### config.mk
export PLATFORM = sky130hd
export DESIGN_NAME = fixed_block_pool_allocator
export DESIGN_NICKNAME = d
export VERILOG_FILES = /design/src/hw/rtl/fbpa_pkg.sv /design/src/hw/rtl/fbpa_ram.sv /design/src/hw/rtl/fbpa_div.sv /design/src/hw/rtl/fixed_block_pool_allocator.sv
export VERILOG_INCLUDE_DIRS = /design/src /design/src/hw/rtl
export SDC_FILE = /design/constraint.sdc
export NUM_CORES = 2
export LEC_CHECK = 0
export BUFFER_PORTS_ARGS = -buffer_cell sky130_fd_sc_hd__buf_4
export CORE_MARGIN = 2
export CORE_UTILIZATION = 25
export CTS_CLUSTER_DIAMETER = 60
export DETAILED_ROUTE_END_ITERATION = 8
export HOLD_SLACK_MARGIN = 0.05
export PLACE_DENSITY_LB_ADDON = 0.12
export SYNTH_ARGS = -nofsm -noshare
export SYNTH_HDL_FRONTEND = slang
export SYNTH_SLANG_ARGS = --single-unit
### constraint.sdc
create_clock -name clock -period 19.3 [get_ports clock]
set_input_delay 0 -clock clock [delete_from_list [all_inputs] [get_ports clock]]
set_output_delay 0 -clock clock [all_outputs]
set_load 0.01 [all_outputs]
### src/hw/rtl/assert_macros.svh
// Assertion helpers used by the allocator RTL.
`ifndef ASSERT_MACROS_SVH
`define ASSERT_MACROS_SVH

// Check cons in the same cycle as ante.
`define ASSERT_SAME(label, clk, rst, ante, cons) \
   label: assert property (@(posedge clk) disable iff (rst) (ante) |-> (cons)) \
      else $error("assertion failed");

// Check cons in the cycle after ante.
`define ASSERT_NEXT(label, clk, rst, ante, cons) \
   label: assert property (@(posedge clk) disable iff (rst) (ante) |=> (cons)) \
      else $error("assertion failed");

`endif

### src/hw/rtl/fbpa_pkg.sv
package fbpa_pkg;

   localparam int MAX_BLOCKS      = 256;
   localparam int PREFIX_BYTES    = 8;
   localparam int MIN_BLOCK_BYTES = 8;

   localparam int IDX_W     = $clog2(MAX_BLOCKS);
   localparam int CNT_W     = $clog2(MAX_BLOCKS + 1);
   localparam int BSIZE_W   = 16;
   localparam int RSIZE_W   = 21;
   localparam int DIVISOR_W = BSIZE_W + 1;
   localparam int CSR_W     = 21;
   localparam int CSR_IDX_W = 1;
   localparam int MODE_W    = 2;
   localparam int STATUS_W  = 3;

   localparam logic [MODE_W-1:0] MODE_RESERVE = 2'd0;
   localparam logic [MODE_W-1:0] MODE_RECLAIM = 2'd1;
   localparam logic [MODE_W-1:0] MODE_REBUILD = 2'd2;

   localparam logic [STATUS_W-1:0] STAT_OK        = 3'd0;
   localparam logic [STATUS_W-1:0] STAT_EMPTY     = 3'd1;
   localparam logic [STATUS_W-1:0] STAT_TOO_LARGE = 3'd2;
   localparam logic [STATUS_W-1:0] STAT_NOT_USED  = 3'd3;
   localparam logic [STATUS_W-1:0] STAT_RANGE     = 3'd4;
   localparam logic [STATUS_W-1:0] STAT_SMALL     = 3'd5;

   localparam logic [CSR_IDX_W-1:0] CSR_BLOCK_SIZE  = 1'b0;
   localparam logic [CSR_IDX_W-1:0] CSR_REGION_SIZE = 1'b1;

   localparam logic [BSIZE_W-1:0] BLOCK_SIZE_RESET  = 16'd64;
   localparam logic [RSIZE_W-1:0] REGION_SIZE_RESET = 21'd16384;

   typedef enum logic [2:0] {
      ST_IDLE,
      ST_EXEC,
      ST_DIV,
      ST_SWEEP,
      ST_FINISH
   } state_type;

   typedef struct packed {
      logic [MODE_W-1:0]  mode;
      logic [BSIZE_W-1:0] req_bytes;
      logic [IDX_W-1:0]   block_index;
      logic               is_null;
   } req_word_type;

   typedef struct packed {
      logic [STATUS_W-1:0] status;
      logic [IDX_W-1:0]    granted_index;
      logic [CNT_W-1:0]    free_count;
   } rsp_word_type;

endpackage

### src/hw/rtl/fbpa_ram.sv
module fbpa_ram #(
   parameter int WIDTH = 8,
   parameter int DEPTH = 256,
   localparam int ADDR_W = $clog2(DEPTH)
) (
   input  logic              clock,
   input  logic              wr_en,
   input  logic [ADDR_W-1:0] wr_addr,
   input  logic [WIDTH-1:0]  wr_data,
   input  logic              rd_en,
   input  logic [ADDR_W-1:0] rd_addr,
   output logic [WIDTH-1:0]  rd_data
);

   logic [WIDTH-1:0] mem_ff [DEPTH];
   logic [WIDTH-1:0] rd_data_ff;

   always_ff @(posedge clock) begin
      if (wr_en) begin
         mem_ff[wr_addr] <= wr_data;
      end
   end

   always_ff @(posedge clock) begin
      if (rd_en) begin
         rd_data_ff <= mem_ff[rd_addr];
      end
   end

   assign rd_data = rd_data_ff;

endmodule

### src/hw/rtl/fbpa_div.sv
module fbpa_div #(
   parameter int DIVIDEND_W = 21,
   parameter int DIVISOR_W  = 17,
   localparam int STEP_W = $clog2(DIVIDEND_W + 1)
) (
   input  logic                  clock,
   input  logic                  reset,
   input  logic                  start,
   input  logic [DIVIDEND_W-1:0] dividend,
   input  logic [DIVISOR_W-1:0]  divisor,
   output logic                  done,
   output logic [DIVIDEND_W-1:0] quotient
);

   logic [DIVIDEND_W-1:0] quo_ff;
   logic [DIVISOR_W-1:0]  rem_ff;
   logic [DIVISOR_W-1:0]  div_ff;
   logic [STEP_W-1:0]     step_ff;
   logic                  busy_ff;
   logic                  done_ff;
   logic [DIVISOR_W:0]    trial;
   logic [DIVISOR_W:0]    diff;
   logic                  fits;

   always_comb begin
      trial = {rem_ff, quo_ff[DIVIDEND_W-1]};
      diff  = trial - {1'b0, div_ff};
      fits  = trial >= {1'b0, div_ff};
   end

   always_ff @(posedge clock) begin
      if (reset) begin
         busy_ff <= 1'b0;
         done_ff <= 1'b0;
      end else begin
         done_ff <= 1'b0;
         if (start) begin
            busy_ff <= 1'b1;
         end else if (busy_ff && step_ff == STEP_W'(1)) begin
            busy_ff <= 1'b0;
            done_ff <= 1'b1;
         end
      end
   end

   always_ff @(posedge clock) begin
      if (start) begin
         quo_ff  <= dividend;
         rem_ff  <= '0;
         div_ff  <= divisor;
         step_ff <= STEP_W'(DIVIDEND_W);
      end else if (busy_ff) begin
         quo_ff  <= {quo_ff[DIVIDEND_W-2:0], fits};
         rem_ff  <= fits ? diff[DIVISOR_W-1:0] : trial[DIVISOR_W-1:0];
         step_ff <= step_ff - STEP_W'(1);
      end
   end

   assign done     = done_ff;
   assign quotient = quo_ff;

endmodule

### src/hw/rtl/fixed_block_pool_allocator.sv
// Channel   Direction  Handshake             Word
// req_      in         req_valid/req_stall   mode, req_bytes, block_index, is_null
// rsp_      out        rsp_valid/rsp_stall   status, granted_index, free_count
// csr_      in         csr_we                csr_index, csr_wdata
//
// Reserve, reclaim and no-op: one read-modify-write of the stack and used-bit memories,
// with the read on accept and the write in execute.
// Rebuild: the 21-step divider, then one stack write per block over all MAX_BLOCKS
// entries, which also clears the used bits.
// Reset: synchronous, input stalled; no clearing pass, each rebuild sweeps the memories.
// A stalled result holds in the output register; the next word waits in execute (a rebuild in finish).
`include "assert_macros.svh"

module fixed_block_pool_allocator (
   input  logic                                   clock,
   input  logic                                   reset,
   input  logic                                   req_valid,
   output logic                                   req_stall,
   input  fbpa_pkg::req_word_type                 req_word,
   output logic                                   rsp_valid,
   input  logic                                   rsp_stall,
   output fbpa_pkg::rsp_word_type                 rsp_word,
   input  logic                                   csr_we,
   input  logic [fbpa_pkg::CSR_IDX_W-1:0]         csr_index,
   input  logic [fbpa_pkg::CSR_W-1:0]             csr_wdata
);

   localparam int IDX_W = fbpa_pkg::IDX_W;
   localparam int CNT_W = fbpa_pkg::CNT_W;

   fbpa_pkg::state_type    state_ff;
   fbpa_pkg::state_type    state_in;
   fbpa_pkg::req_word_type item_ff;
   fbpa_pkg::rsp_word_type rsp_word_ff;
   fbpa_pkg::rsp_word_type rsp_word_in;
   fbpa_pkg::rsp_word_type exec_word;

   logic [fbpa_pkg::BSIZE_W-1:0] block_size_ff;
   logic [fbpa_pkg::RSIZE_W-1:0] region_size_ff;
   logic [fbpa_pkg::BSIZE_W-1:0] latched_ff;
   logic [CNT_W-1:0]             stack_top_ff;
   logic [CNT_W-1:0]             stack_top_in;
   logic [CNT_W-1:0]             pool_blocks_ff;
   logic [CNT_W-1:0]             count_ff;
   logic [IDX_W-1:0]             sweep_ff;
   logic                         rsp_valid_ff;

   logic                         accept;
   logic                         slot_free;
   logic                         rsp_load;
   logic                         commit;
   logic                         div_start;
   logic                         div_done;
   logic [fbpa_pkg::RSIZE_W-1:0] quotient;
   logic                         sweep_last;
   logic [CNT_W-1:0]             top_dec;

   logic                         stk_push;
   logic                         use_set;
   logic                         use_clr;
   logic                         rebuild_go;

   logic                         stk_wr_en;
   logic [IDX_W-1:0]             stk_wr_addr;
   logic [IDX_W-1:0]             stk_wr_data;
   logic [IDX_W-1:0]             stk_rd_data;
   logic                         use_wr_en;
   logic [IDX_W-1:0]             use_wr_addr;
   logic [0:0]                   use_wr_data;
   logic [0:0]                   use_rd_data;

   assign accept     = req_valid && !req_stall;
   assign slot_free  = !rsp_valid_ff || !rsp_stall;
   assign top_dec    = stack_top_ff - CNT_W'(1);
   assign sweep_last = (state_ff == fbpa_pkg::ST_SWEEP)
                       && (sweep_ff == IDX_W'(fbpa_pkg::MAX_BLOCKS - 1));

   fbpa_ram #(
      .WIDTH (IDX_W),
      .DEPTH (fbpa_pkg::MAX_BLOCKS)
   ) u_stack (
      .clock   (clock),
      .wr_en   (stk_wr_en),
      .wr_addr (stk_wr_addr),
      .wr_data (stk_wr_data),
      .rd_en   (accept),
      .rd_addr (top_dec[IDX_W-1:0]),
      .rd_data (stk_rd_data)
   );

   fbpa_ram #(
      .WIDTH (1),
      .DEPTH (fbpa_pkg::MAX_BLOCKS)
   ) u_used (
      .clock   (clock),
      .wr_en   (use_wr_en),
      .wr_addr (use_wr_addr),
      .wr_data (use_wr_data),
      .rd_en   (accept),
      .rd_addr (req_word.block_index),
      .rd_data (use_rd_data)
   );

   fbpa_div #(
      .DIVIDEND_W (fbpa_pkg::RSIZE_W),
      .DIVISOR_W  (fbpa_pkg::DIVISOR_W)
   ) u_div (
      .clock    (clock),
      .reset    (reset),
      .start    (div_start),
      .dividend (region_size_ff),
      .divisor  (fbpa_pkg::DIVISOR_W'(block_size_ff)
                 + fbpa_pkg::DIVISOR_W'(fbpa_pkg::PREFIX_BYTES)),
      .done     (div_done),
      .quotient (quotient)
   );

   // decode the item in its execute cycle
   always_comb begin
      exec_word.status        = fbpa_pkg::STAT_OK;
      exec_word.granted_index = '0;
      stack_top_in            = stack_top_ff;
      stk_push                = 1'b0;
      use_set                 = 1'b0;
      use_clr                 = 1'b0;
      rebuild_go              = 1'b0;
      case (item_ff.mode)
         fbpa_pkg::MODE_RESERVE: begin
            if (stack_top_ff == '0) begin
               exec_word.status = fbpa_pkg::STAT_EMPTY;
            end else if (item_ff.req_bytes > latched_ff) begin
               exec_word.status = fbpa_pkg::STAT_TOO_LARGE;
            end else begin
               exec_word.granted_index = stk_rd_data;
               stack_top_in            = top_dec;
               use_set                 = 1'b1;
            end
         end
         fbpa_pkg::MODE_RECLAIM: begin
            if (item_ff.is_null) begin
               exec_word.status = fbpa_pkg::STAT_OK;
            end else if (CNT_W'(item_ff.block_index) >= pool_blocks_ff) begin
               exec_word.status = fbpa_pkg::STAT_RANGE;
            end else if (!use_rd_data[0]) begin
               exec_word.status = fbpa_pkg::STAT_NOT_USED;
            end else begin
               use_clr = 1'b1;
               if (stack_top_ff < CNT_W'(fbpa_pkg::MAX_BLOCKS)) begin
                  stk_push     = 1'b1;
                  stack_top_in = stack_top_ff + CNT_W'(1);
               end
            end
         end
         fbpa_pkg::MODE_REBUILD: begin
            if (block_size_ff < fbpa_pkg::BSIZE_W'(fbpa_pkg::MIN_BLOCK_BYTES)) begin
               exec_word.status = fbpa_pkg::STAT_SMALL;
            end else begin
               rebuild_go = 1'b1;
            end
         end
         default: begin
            exec_word.status = fbpa_pkg::STAT_OK;
         end
      endcase
      exec_word.free_count = stack_top_in;
   end

   always_comb begin
      state_in = state_ff;
      case (state_ff)
         fbpa_pkg::ST_IDLE: begin
            if (accept) begin
               state_in = fbpa_pkg::ST_EXEC;
            end
         end
         fbpa_pkg::ST_EXEC: begin
            if (rebuild_go) begin
               state_in = fbpa_pkg::ST_DIV;
            end else if (slot_free) begin
               state_in = fbpa_pkg::ST_IDLE;
            end
         end
         fbpa_pkg::ST_DIV: begin
            if (div_done) begin
               state_in = fbpa_pkg::ST_SWEEP;
            end
         end
         fbpa_pkg::ST_SWEEP: begin
            if (sweep_last) begin
               state_in = fbpa_pkg::ST_FINISH;
            end
         end
         fbpa_pkg::ST_FINISH: begin
            if (slot_free) begin
               state_in = fbpa_pkg::ST_IDLE;
            end
         end
         default: begin
            state_in = fbpa_pkg::ST_IDLE;
         end
      endcase
   end

   always_comb begin
      req_stall   = 1'b1;
      rsp_load    = 1'b0;
      rsp_word_in = exec_word;
      commit      = 1'b0;
      div_start   = 1'b0;
      stk_wr_en   = 1'b0;
      stk_wr_addr = stack_top_ff[IDX_W-1:0];
      stk_wr_data = item_ff.block_index;
      use_wr_en   = 1'b0;
      use_wr_addr = use_set ? stk_rd_data : item_ff.block_index;
      use_wr_data = use_set;
      case (state_ff)
         fbpa_pkg::ST_IDLE: begin
            req_stall = reset;
         end
         fbpa_pkg::ST_EXEC: begin
            if (rebuild_go) begin
               div_start = 1'b1;
            end else if (slot_free) begin
               rsp_load  = 1'b1;
               commit    = 1'b1;
               stk_wr_en = stk_push;
               use_wr_en = use_set || use_clr;
            end
         end
         fbpa_pkg::ST_SWEEP: begin
            stk_wr_en   = 1'b1;
            stk_wr_addr = sweep_ff;
            stk_wr_data = sweep_ff;
            use_wr_en   = 1'b1;
            use_wr_addr = sweep_ff;
            use_wr_data = 1'b0;
         end
         fbpa_pkg::ST_FINISH: begin
            rsp_word_in.status        = fbpa_pkg::STAT_OK;
            rsp_word_in.granted_index = '0;
            rsp_word_in.free_count    = stack_top_ff;
            rsp_load                  = slot_free;
         end
         default: begin
            req_stall = 1'b1;
         end
      endcase
   end

   always_ff @(posedge clock) begin
      if (reset) begin
         state_ff       <= fbpa_pkg::ST_IDLE;
         block_size_ff  <= fbpa_pkg::BLOCK_SIZE_RESET;
         region_size_ff <= fbpa_pkg::REGION_SIZE_RESET;
         latched_ff     <= fbpa_pkg::BLOCK_SIZE_RESET;
         stack_top_ff   <= '0;
         pool_blocks_ff <= '0;
         rsp_valid_ff   <= 1'b0;
      end else begin
         state_ff <= state_in;
         if (csr_we && csr_index == fbpa_pkg::CSR_BLOCK_SIZE) begin
            block_size_ff <= csr_wdata[fbpa_pkg::BSIZE_W-1:0];
         end
         if (csr_we && csr_index == fbpa_pkg::CSR_REGION_SIZE) begin
            region_size_ff <= csr_wdata[fbpa_pkg::RSIZE_W-1:0];
         end
         if (rsp_load) begin
            rsp_valid_ff <= 1'b1;
         end else if (!rsp_stall) begin
            rsp_valid_ff <= 1'b0;
         end
         if (div_start) begin
            latched_ff <= block_size_ff;
         end
         if (commit) begin
            stack_top_ff <= stack_top_in;
         end else if (sweep_last) begin
            stack_top_ff   <= count_ff;
            pool_blocks_ff <= count_ff;
         end
      end
   end

   always_ff @(posedge clock) begin
      if (accept) begin
         item_ff <= req_word;
      end
      if (rsp_load) begin
         rsp_word_ff <= rsp_word_in;
      end
      if (div_done) begin
         count_ff <= (quotient > fbpa_pkg::RSIZE_W'(fbpa_pkg::MAX_BLOCKS))
                     ? CNT_W'(fbpa_pkg::MAX_BLOCKS) : quotient[CNT_W-1:0];
         sweep_ff <= '0;
      end else if (state_ff == fbpa_pkg::ST_SWEEP) begin
         sweep_ff <= sweep_ff + IDX_W'(1);
      end
   end

   assign rsp_valid = rsp_valid_ff;
   assign rsp_word  = rsp_word_ff;

   `ASSERT_SAME(a_top_in_pool, clock, reset, 1'b1, stack_top_ff <= pool_blocks_ff)
   `ASSERT_SAME(a_grant_in_pool, clock, reset, (state_ff == fbpa_pkg::ST_EXEC) && use_set,
      CNT_W'(stk_rd_data) < pool_blocks_ff)
   `ASSERT_NEXT(a_div_to_sweep, clock, reset, state_ff == fbpa_pkg::ST_DIV,
      (state_ff == fbpa_pkg::ST_DIV) || (state_ff == fbpa_pkg::ST_SWEEP))
   `ASSERT_NEXT(a_sweep_sets_top, clock, reset, sweep_last,
      (stack_top_ff == count_ff) && (pool_blocks_ff == count_ff))

endmodule

Yosys cells after proc, flatten, opt, wreduce, memory -nomap -nowiden
Memories as Yosys holds them, arrays and structs flattened. A register that Yosys moved wholly into a read port is not among the register bits.
Index checks and enable logic that the tools add are counted.
- add/subtract/negate cells: 6
- $lt $le $gt $ge: 6
- eq/ne operators: 12
- muxes and demuxes: 67
- bitwise logic cells: 3
- reductions and logical operators: 20
- operator list (operator ; count):
    two-way mux 9 bit ; 9
    two-way mux 21 bit ; 2
    two-way mux 1 bit ; 34
    two-way mux 8 bit ; 4
    two-way mux 3 bit ; 8
    greater-than comparator 21 x 9 -> 1 bit (second input constant) ; 1
    greater-or-equal comparator 18 x 17 -> 1 bit ; 1
    case mux 9 bit (2 select lines) ; 1
    adder 16 x 4 -> 17 bit (second input constant) ; 1
    two-way mux 17 bit ; 1
    subtractor 17 bit ; 1
    greater-than comparator 16 bit ; 1
    < comparator 16 x 4 -> 1 bit (second input constant) ; 1
    case mux 3 bit (5 select lines) ; 1
    adder 9 x 1 -> 9 bit (second input constant) ; 1
    greater-or-equal comparator 8 x 9 -> 1 bit ; 1
    logical NOT 9 bit ; 1
    < comparator 9 bit (second input constant) ; 1
    case mux 3 bit (3 select lines) ; 1
    subtractor 9 x 1 -> 9 bit (second input constant) ; 1
    adder 8 x 1 -> 8 bit (second input constant) ; 1
    equality test 8 bit (second input constant) ; 1
    equality test 3 x 2 -> 1 bit (second input constant) ; 2
    two-way mux 2 bit ; 3
    other kinds (20) ; 35
- register bits: 201
- bits in writable memories: 2304
- output and inout bits: 22
- word-level logic and storage cells: 138
- memories kept: 2
- memory list (memory ; words ; width ; read ports ; clocked after Yosys merged registers in ; wr ports ; RTL line ; RTL):
    u_stack.mem_ff ; 256 ; 8 ; 1 ; 1 ; 1 ; fbpa_ram.sv:15 ; logic [WIDTH-1:0] mem_ff [DEPTH];
    u_used.mem_ff ; 256 ; 1 ; 1 ; 1 ; 1 ; fbpa_ram.sv:15 ;

Depth between registers and ports, before layout
- depth after elaboration: 11
- gate-level depth with buffers: 14
- mapped depth without buffers: 11

Hierarchy
Synthesis repeated with hierarchy kept, for this count alone.
- cells, all modules: 5641
- area, all modules: 101268.4 um^2
- modules (own cells, without submodules) (module ; times used ; cells an instance ; area each (um^2) ; sequential area each (um^2)):
    fbpa_ram (u_stack) ; 1 ; 3733 ; 79636.4 ; 61739.2
    fbpa_ram (u_used) ; 1 ; 788 ; 11138.2 ; 7717.4
    fixed_block_pool_allocator ; 1 ; 792 ; 7008.0 ; 3343.2
    fbpa_div ; 1 ; 328 ; 3485.8 ; 1621.6

Least setup slack after synthesis
OpenSTA, ideal clock, no wires.
- path kind: reg-to-reg
- from: register state_ff[0]
- to: memory u_stack.mem_ff[0][0] (data pin)
- library setup time: 2190 ps
- arrival time: 11183 ps
- required time: 17110 ps
- slack: 5927 ps
- stages on the path, launching flop included: 7
- buffers on the path: 3
- period minus slack after synthesis: 13373 ps
- cells stage by stage: dfxtp_1 -> nor2b_1 -> and2_1 -> clkbuf_1 -> clkbuf_1 -> buf_1 -> o21ai_0
- word-level cells in the longest chain between the ends: 2
- ends and longest elaborated chain (element ; RTL line ; RTL):
    from (decl) ; fixed_block_pool_allocator.sv:31 ; fbpa_pkg::state_type state_ff;
    from (signal assigned) ; fixed_block_pool_allocator.sv:252 ; state_ff <= fbpa_pkg::ST_IDLE;
    from (signal assigned) ; fixed_block_pool_allocator.sv:260 ; state_ff <= state_in;
    equality test 3 x 2 -> 1 bit ; fixed_block_pool_allocator.sv:216 ; case (state_ff)
    two-way mux 8 bit ; fixed_block_pool_allocator.sv:216 ;
    named net stk_wr_data[0] ; fixed_block_pool_allocator.sv:65 ; logic [IDX_W-1:0] stk_wr_data;
    to (decl) ; fbpa_ram.sv:15 ;
The timed path passes the listed nets, and every way through them passes these cells.

Worst setup path after layout
- from: register stack_top_ff[0]
- to: register u_stack.rd_data_ff[1], in the netlist u_stack.rd_data[1], read port of u_stack.mem_ff (data pin)
- word-level cells in the longest chain between the ends: 1
- ends and longest elaborated chain (element ; RTL line ; RTL):
    from (decl) ; fixed_block_pool_allocator.sv:41 ; logic [CNT_W-1:0] stack_top_ff;
    from (signal assigned) ; fixed_block_pool_allocator.sv:276 ; stack_top_ff <= stack_top_in;
    from (signal assigned) ; fixed_block_pool_allocator.sv:278 ; stack_top_ff <= count_ff;
    subtractor 9 x 1 -> 9 bit ; fixed_block_pool_allocator.sv:74 ; assign top_dec = stack_top_ff - CNT_W'(1);
    to (decl) ; fbpa_ram.sv:16 ; logic [WIDTH-1:0] rd_data_ff;
No other way between the ends.
A chain may end at the register's enable or synchronous reset.

==> flow_summary.yaml <==
sta:
  rsz0062_at_grt: "false"
  worst_pin_slew_ns: 1.371
  timing.final.hold_violations: 0
  period_share: 0.3937
  setup-violations-final: 0
  layout_min_cycle_time_ns: 7.599
  slew_violations: 0
  maxSlewHeadroom: 0.08270
  tns_ns: 0
  fmax_mhz: 131.6
  skew_ns: 0.03856
critical_path:
  reg2reg_depth: 11
  cp_max_fo: 128
  critPathRequiredTime_ns: 19.90
  startpoint_type: "flop"
  cp-end-kind: "flop"
  r2r-end: "u_stack.rd_data[1]"
  arrival_ns: 8.20
  reg2reg_from: "stack_top_ff[0]"
  reg2reg_slack_ns: 11.70
  criticalPathCategory: "reg2reg"
cts:
  post_cts_buffers: 0
  clkLatencyLatePin_ns: 0.90
  cts_sinks: 2514
  htree_levels: 5
  cts_made_buffers: 306
  post_cts_resize_count: 0
  clk_path_buf_depth: 4
  root_buffer: "clkbuf_16"
  ctsHoldBuffers: 136
  cts_tree: "built"
  clk_pin_slew_ns: 0.06
route:
  wl_per_cell_um: 26.33
  via_count: 50950
  drtIter0Drc: 4093
  totalWireLength_um: 293600
  ant_nets: 0
  drc_errors: 0
  viasPerCell: 4.569
  first_pass_iters: 6
hold_path:
  holdPathStages: 3
  min_to: "u_used.rd_data"
  min_from: "req_word[7]"
  hold_class: "in2reg"
floorplan:
  initial_core_util: 0.2513
  die_h_um: 640.4
  core_area_um2: 402900
  rows: 233
  dieArea_um2: 410100
  io_pins: 76
  fp.dieW_um: 640.4
placement:
  io_buffer_count: 75
  gp_congestion: 0.7271
  dpl.hpwl_um: 170200
  placedInstanceArea_um2: 108800
cells_and_area:
  nets: 5594
  drive_above_1_share: 0.2696
  n_fill_cell: 39410
  post-route-cell-area_um2: 120300
  area_delta_synth_final_pct: 18.83
grt:
  grt_max_degree: 209
  grt_pass1_vias: 53630
  antenna_found_initial: 11
  grt_overflow: 0
  grt_pass1_wl_um: 419900
  track_usage: 0.1416
logic_synthesis:
  syn_avg_cell_area_um2: 19.68
  synth_top_flop_cell: "edfxtp_1"
  async_reset_ff_frac: 0
  synth_cell_types: 77
  synthesis.area_um2: 101200
  synth_cells: 5144
  synth_edf_count: 2407
  yosysSeqAreaShare: 0.7350
  syn-num-nets: 5246
  yosys_warnings: 0
  ys_ff_latch: 2514
pwr:
  max-vdd-ir-drop_mv: 0.05769
  power_switching_share: 0.2192
  seqPwrFrac: 0.487
  p_int_mw: 9.665
  clockPowerShare: 0.470
  switching_power_mw: 2.714
  p_per_area_nw_per_um2: 102.9
  p_leak_nw: 36.01
  pwr-share-comb: 0.043
run:
  maxCapViolCount: 0
run_status:
  status: "finished, final reports clean"
==> state kept, by name (all words and copies together) (netlist names), 17 cells and up <==
| name | cells |
|---|---|
| u_div.quotient | 21 |
| region_size_ff | 21 |
| item_ff | 27 |
| rsp_word | 20 |
| u_div.rem_ff | 17 |
| u_used.mem_ff | 256 |
| u_stack.mem_ff | 2048 |
| u_div.div_ff | 17 |
==> metal layers <==
layer  global-route usage  vias up  routed length, µm
met5                    0        -                 13
met4              0.03510        2               6793
met3              0.01988      402              12050
met2               0.2288     1153             139200
met1               0.2005    27580             135600
li1                     -    21810                  -
==> worst max-delay path: stages (launching register included) <==
cell and delay [ns]:
dfxtp_4 0.73, inv_1 0.30, ha_4 0.58, buf_4 0.78, buf_12 0.78, buf_4 0.64
buf_4 0.80, mux4_2 0.40, mux4_2 0.53, mux4_2 0.54, a22oi_1 0.84, nand2_1 0.15
==> how the worst max path moves through the flow <==
stage | startpoint | end | slack, ns | depth (start not counted)
after floorplan | state_ff[0] | u_stack.mem_ff[0][0] | 5.93 | 6
after global placement | stack_top_ff[0] | u_stack.rd_data[1] | 11.67 | 11
after detailed placement | stack_top_ff[0] | u_stack.rd_data[1] | 11.63 | 11
after CTS | stack_top_ff[0] | u_stack.rd_data[1] | 11.61 | 11
after global routing | stack_top_ff[0] | u_stack.rd_data[1] | 11.45 | 11
final | stack_top_ff[0] | u_stack.rd_data[1] | 11.70 | 11
==> cell usage in the layout, fill, tap and decap left out, types with 14 or more instances in the layout <==
| master | n |
|---|---|
| dlygate4sd3_1 | 136 |
| a21oi_1 | 100 |
| xor2_1 | 15 |
| o21ai_0 | 33 |
| nand4_1 | 16 |
| inv_1 | 61 |
| clkbuf_1 | 51 |
| a22oi_1 | 18 |
| nor3_1 | 233 |
| and2_1 | 15 |
| and3_1 | 17 |
| buf_4 | 229 |
| ha_1 | 46 |
| nor2_1 | 333 |
| dfxtp_1 | 106 |
| nand2_1 | 322 |
| nand3_1 | 26 |
| nor4_1 | 43 |
| clkbuf_16 | 317 |
| bufinv_16 | 32 |
| clkinvlp_4 | 23 |
| mux2i_1 | 14 |
| mux4_2 | 758 |
| edfxtp_1 | 2407 |
| clkinv_1 | 63 |
| a31oi_1 | 22 |
| xnor2_1 | 25 |
| clkinv_2 | 41 |
==> cell usage after synthesis (9+ instances only) <==
master	n	area share
nand3_1	27	0.0013
nor4_1	43	0.0027
and2_1	15	0.00093
mux2i_1	14	0.0014
buf_1	81	0.0030
a21oi_1	103	0.0051
a31oi_1	24	0.0015
nor2_1	339	0.013
nand2_1	332	0.012
a22oi_1	19	0.0014
buf_2	35	0.0017
or3_1	10	0.00062
edfxtp_1	2407	0.71
o21ai_0	34	0.0017
nor3_1	233	0.012
mux4_2	758	0.17
xor2_1	15	0.0013
and3_1	18	0.0011
ha_1	47	0.0058
inv_1	61	0.0023
nor4_2	9	0.0011
nand4_4	12	0.0025
xnor2_1	29	0.0025
dfxtp_1	107	0.021
nor3_2	12	0.0012
nand4_1	16	0.00099
clkbuf_1	212	0.0079
==> area by class of cell <==
class	instances	area, µm²	share of cell area
clock buffer	373	8193	0.06810
tap	5405	6763	0.05621
timing repair buffer	374	3261	0.02710
antenna	1	2.502	0.00002080
inverter	62	232.7	0.001934
sequential	2514	74430	0.6186
multi-input combinational	2234	25520	0.2121
clock inverter	189	1908	0.01586
==> through the flow <==
stage	std cells	hold slack [ns]	power, mW	util	setup slack [ns]
floorplan	5144	0.09887	6.490	-	5.927
global placement	10450	0.1810	6.667	0.2702	11.67
detailed placement	10450	0.1795	6.671	0.2702	11.63
CTS	11150	0.05870	12.56	0.2986	11.61
global route	11150	0.1122	12.81	0.2986	11.45
finish	11150	0.1422	12.38	0.2986	11.70
==> power by group through the flow <==
stage / clock network, mW / logic [mW] / registers, mW
global route: 6.19 / 0.586 / 6.03
floorplan: 0 / 0.342 / 6.15
CTS: 5.98 / 0.548 / 6.03
detailed placement: 0 / 0.525 / 6.15
global placement: 0 / 0.522 / 6.15
finish: 5.81 / 0.533 / 6.03
==> logic make-up (layout without fill, tap and decap cells) <==
family,after synthesis,in the layout,synth area share
compound gates,253,253,0.01677
xor+xnor,44,44,0.003806
fa+ha+maj,48,48,0.006006
buf+inv,396,998,0.01556
flops,2514,2514,0.7350
mux,775,775,0.1703
other cells,0,1,0
simple gates,1114,1114,0.05248
Power figures use the tool's default switching activity.
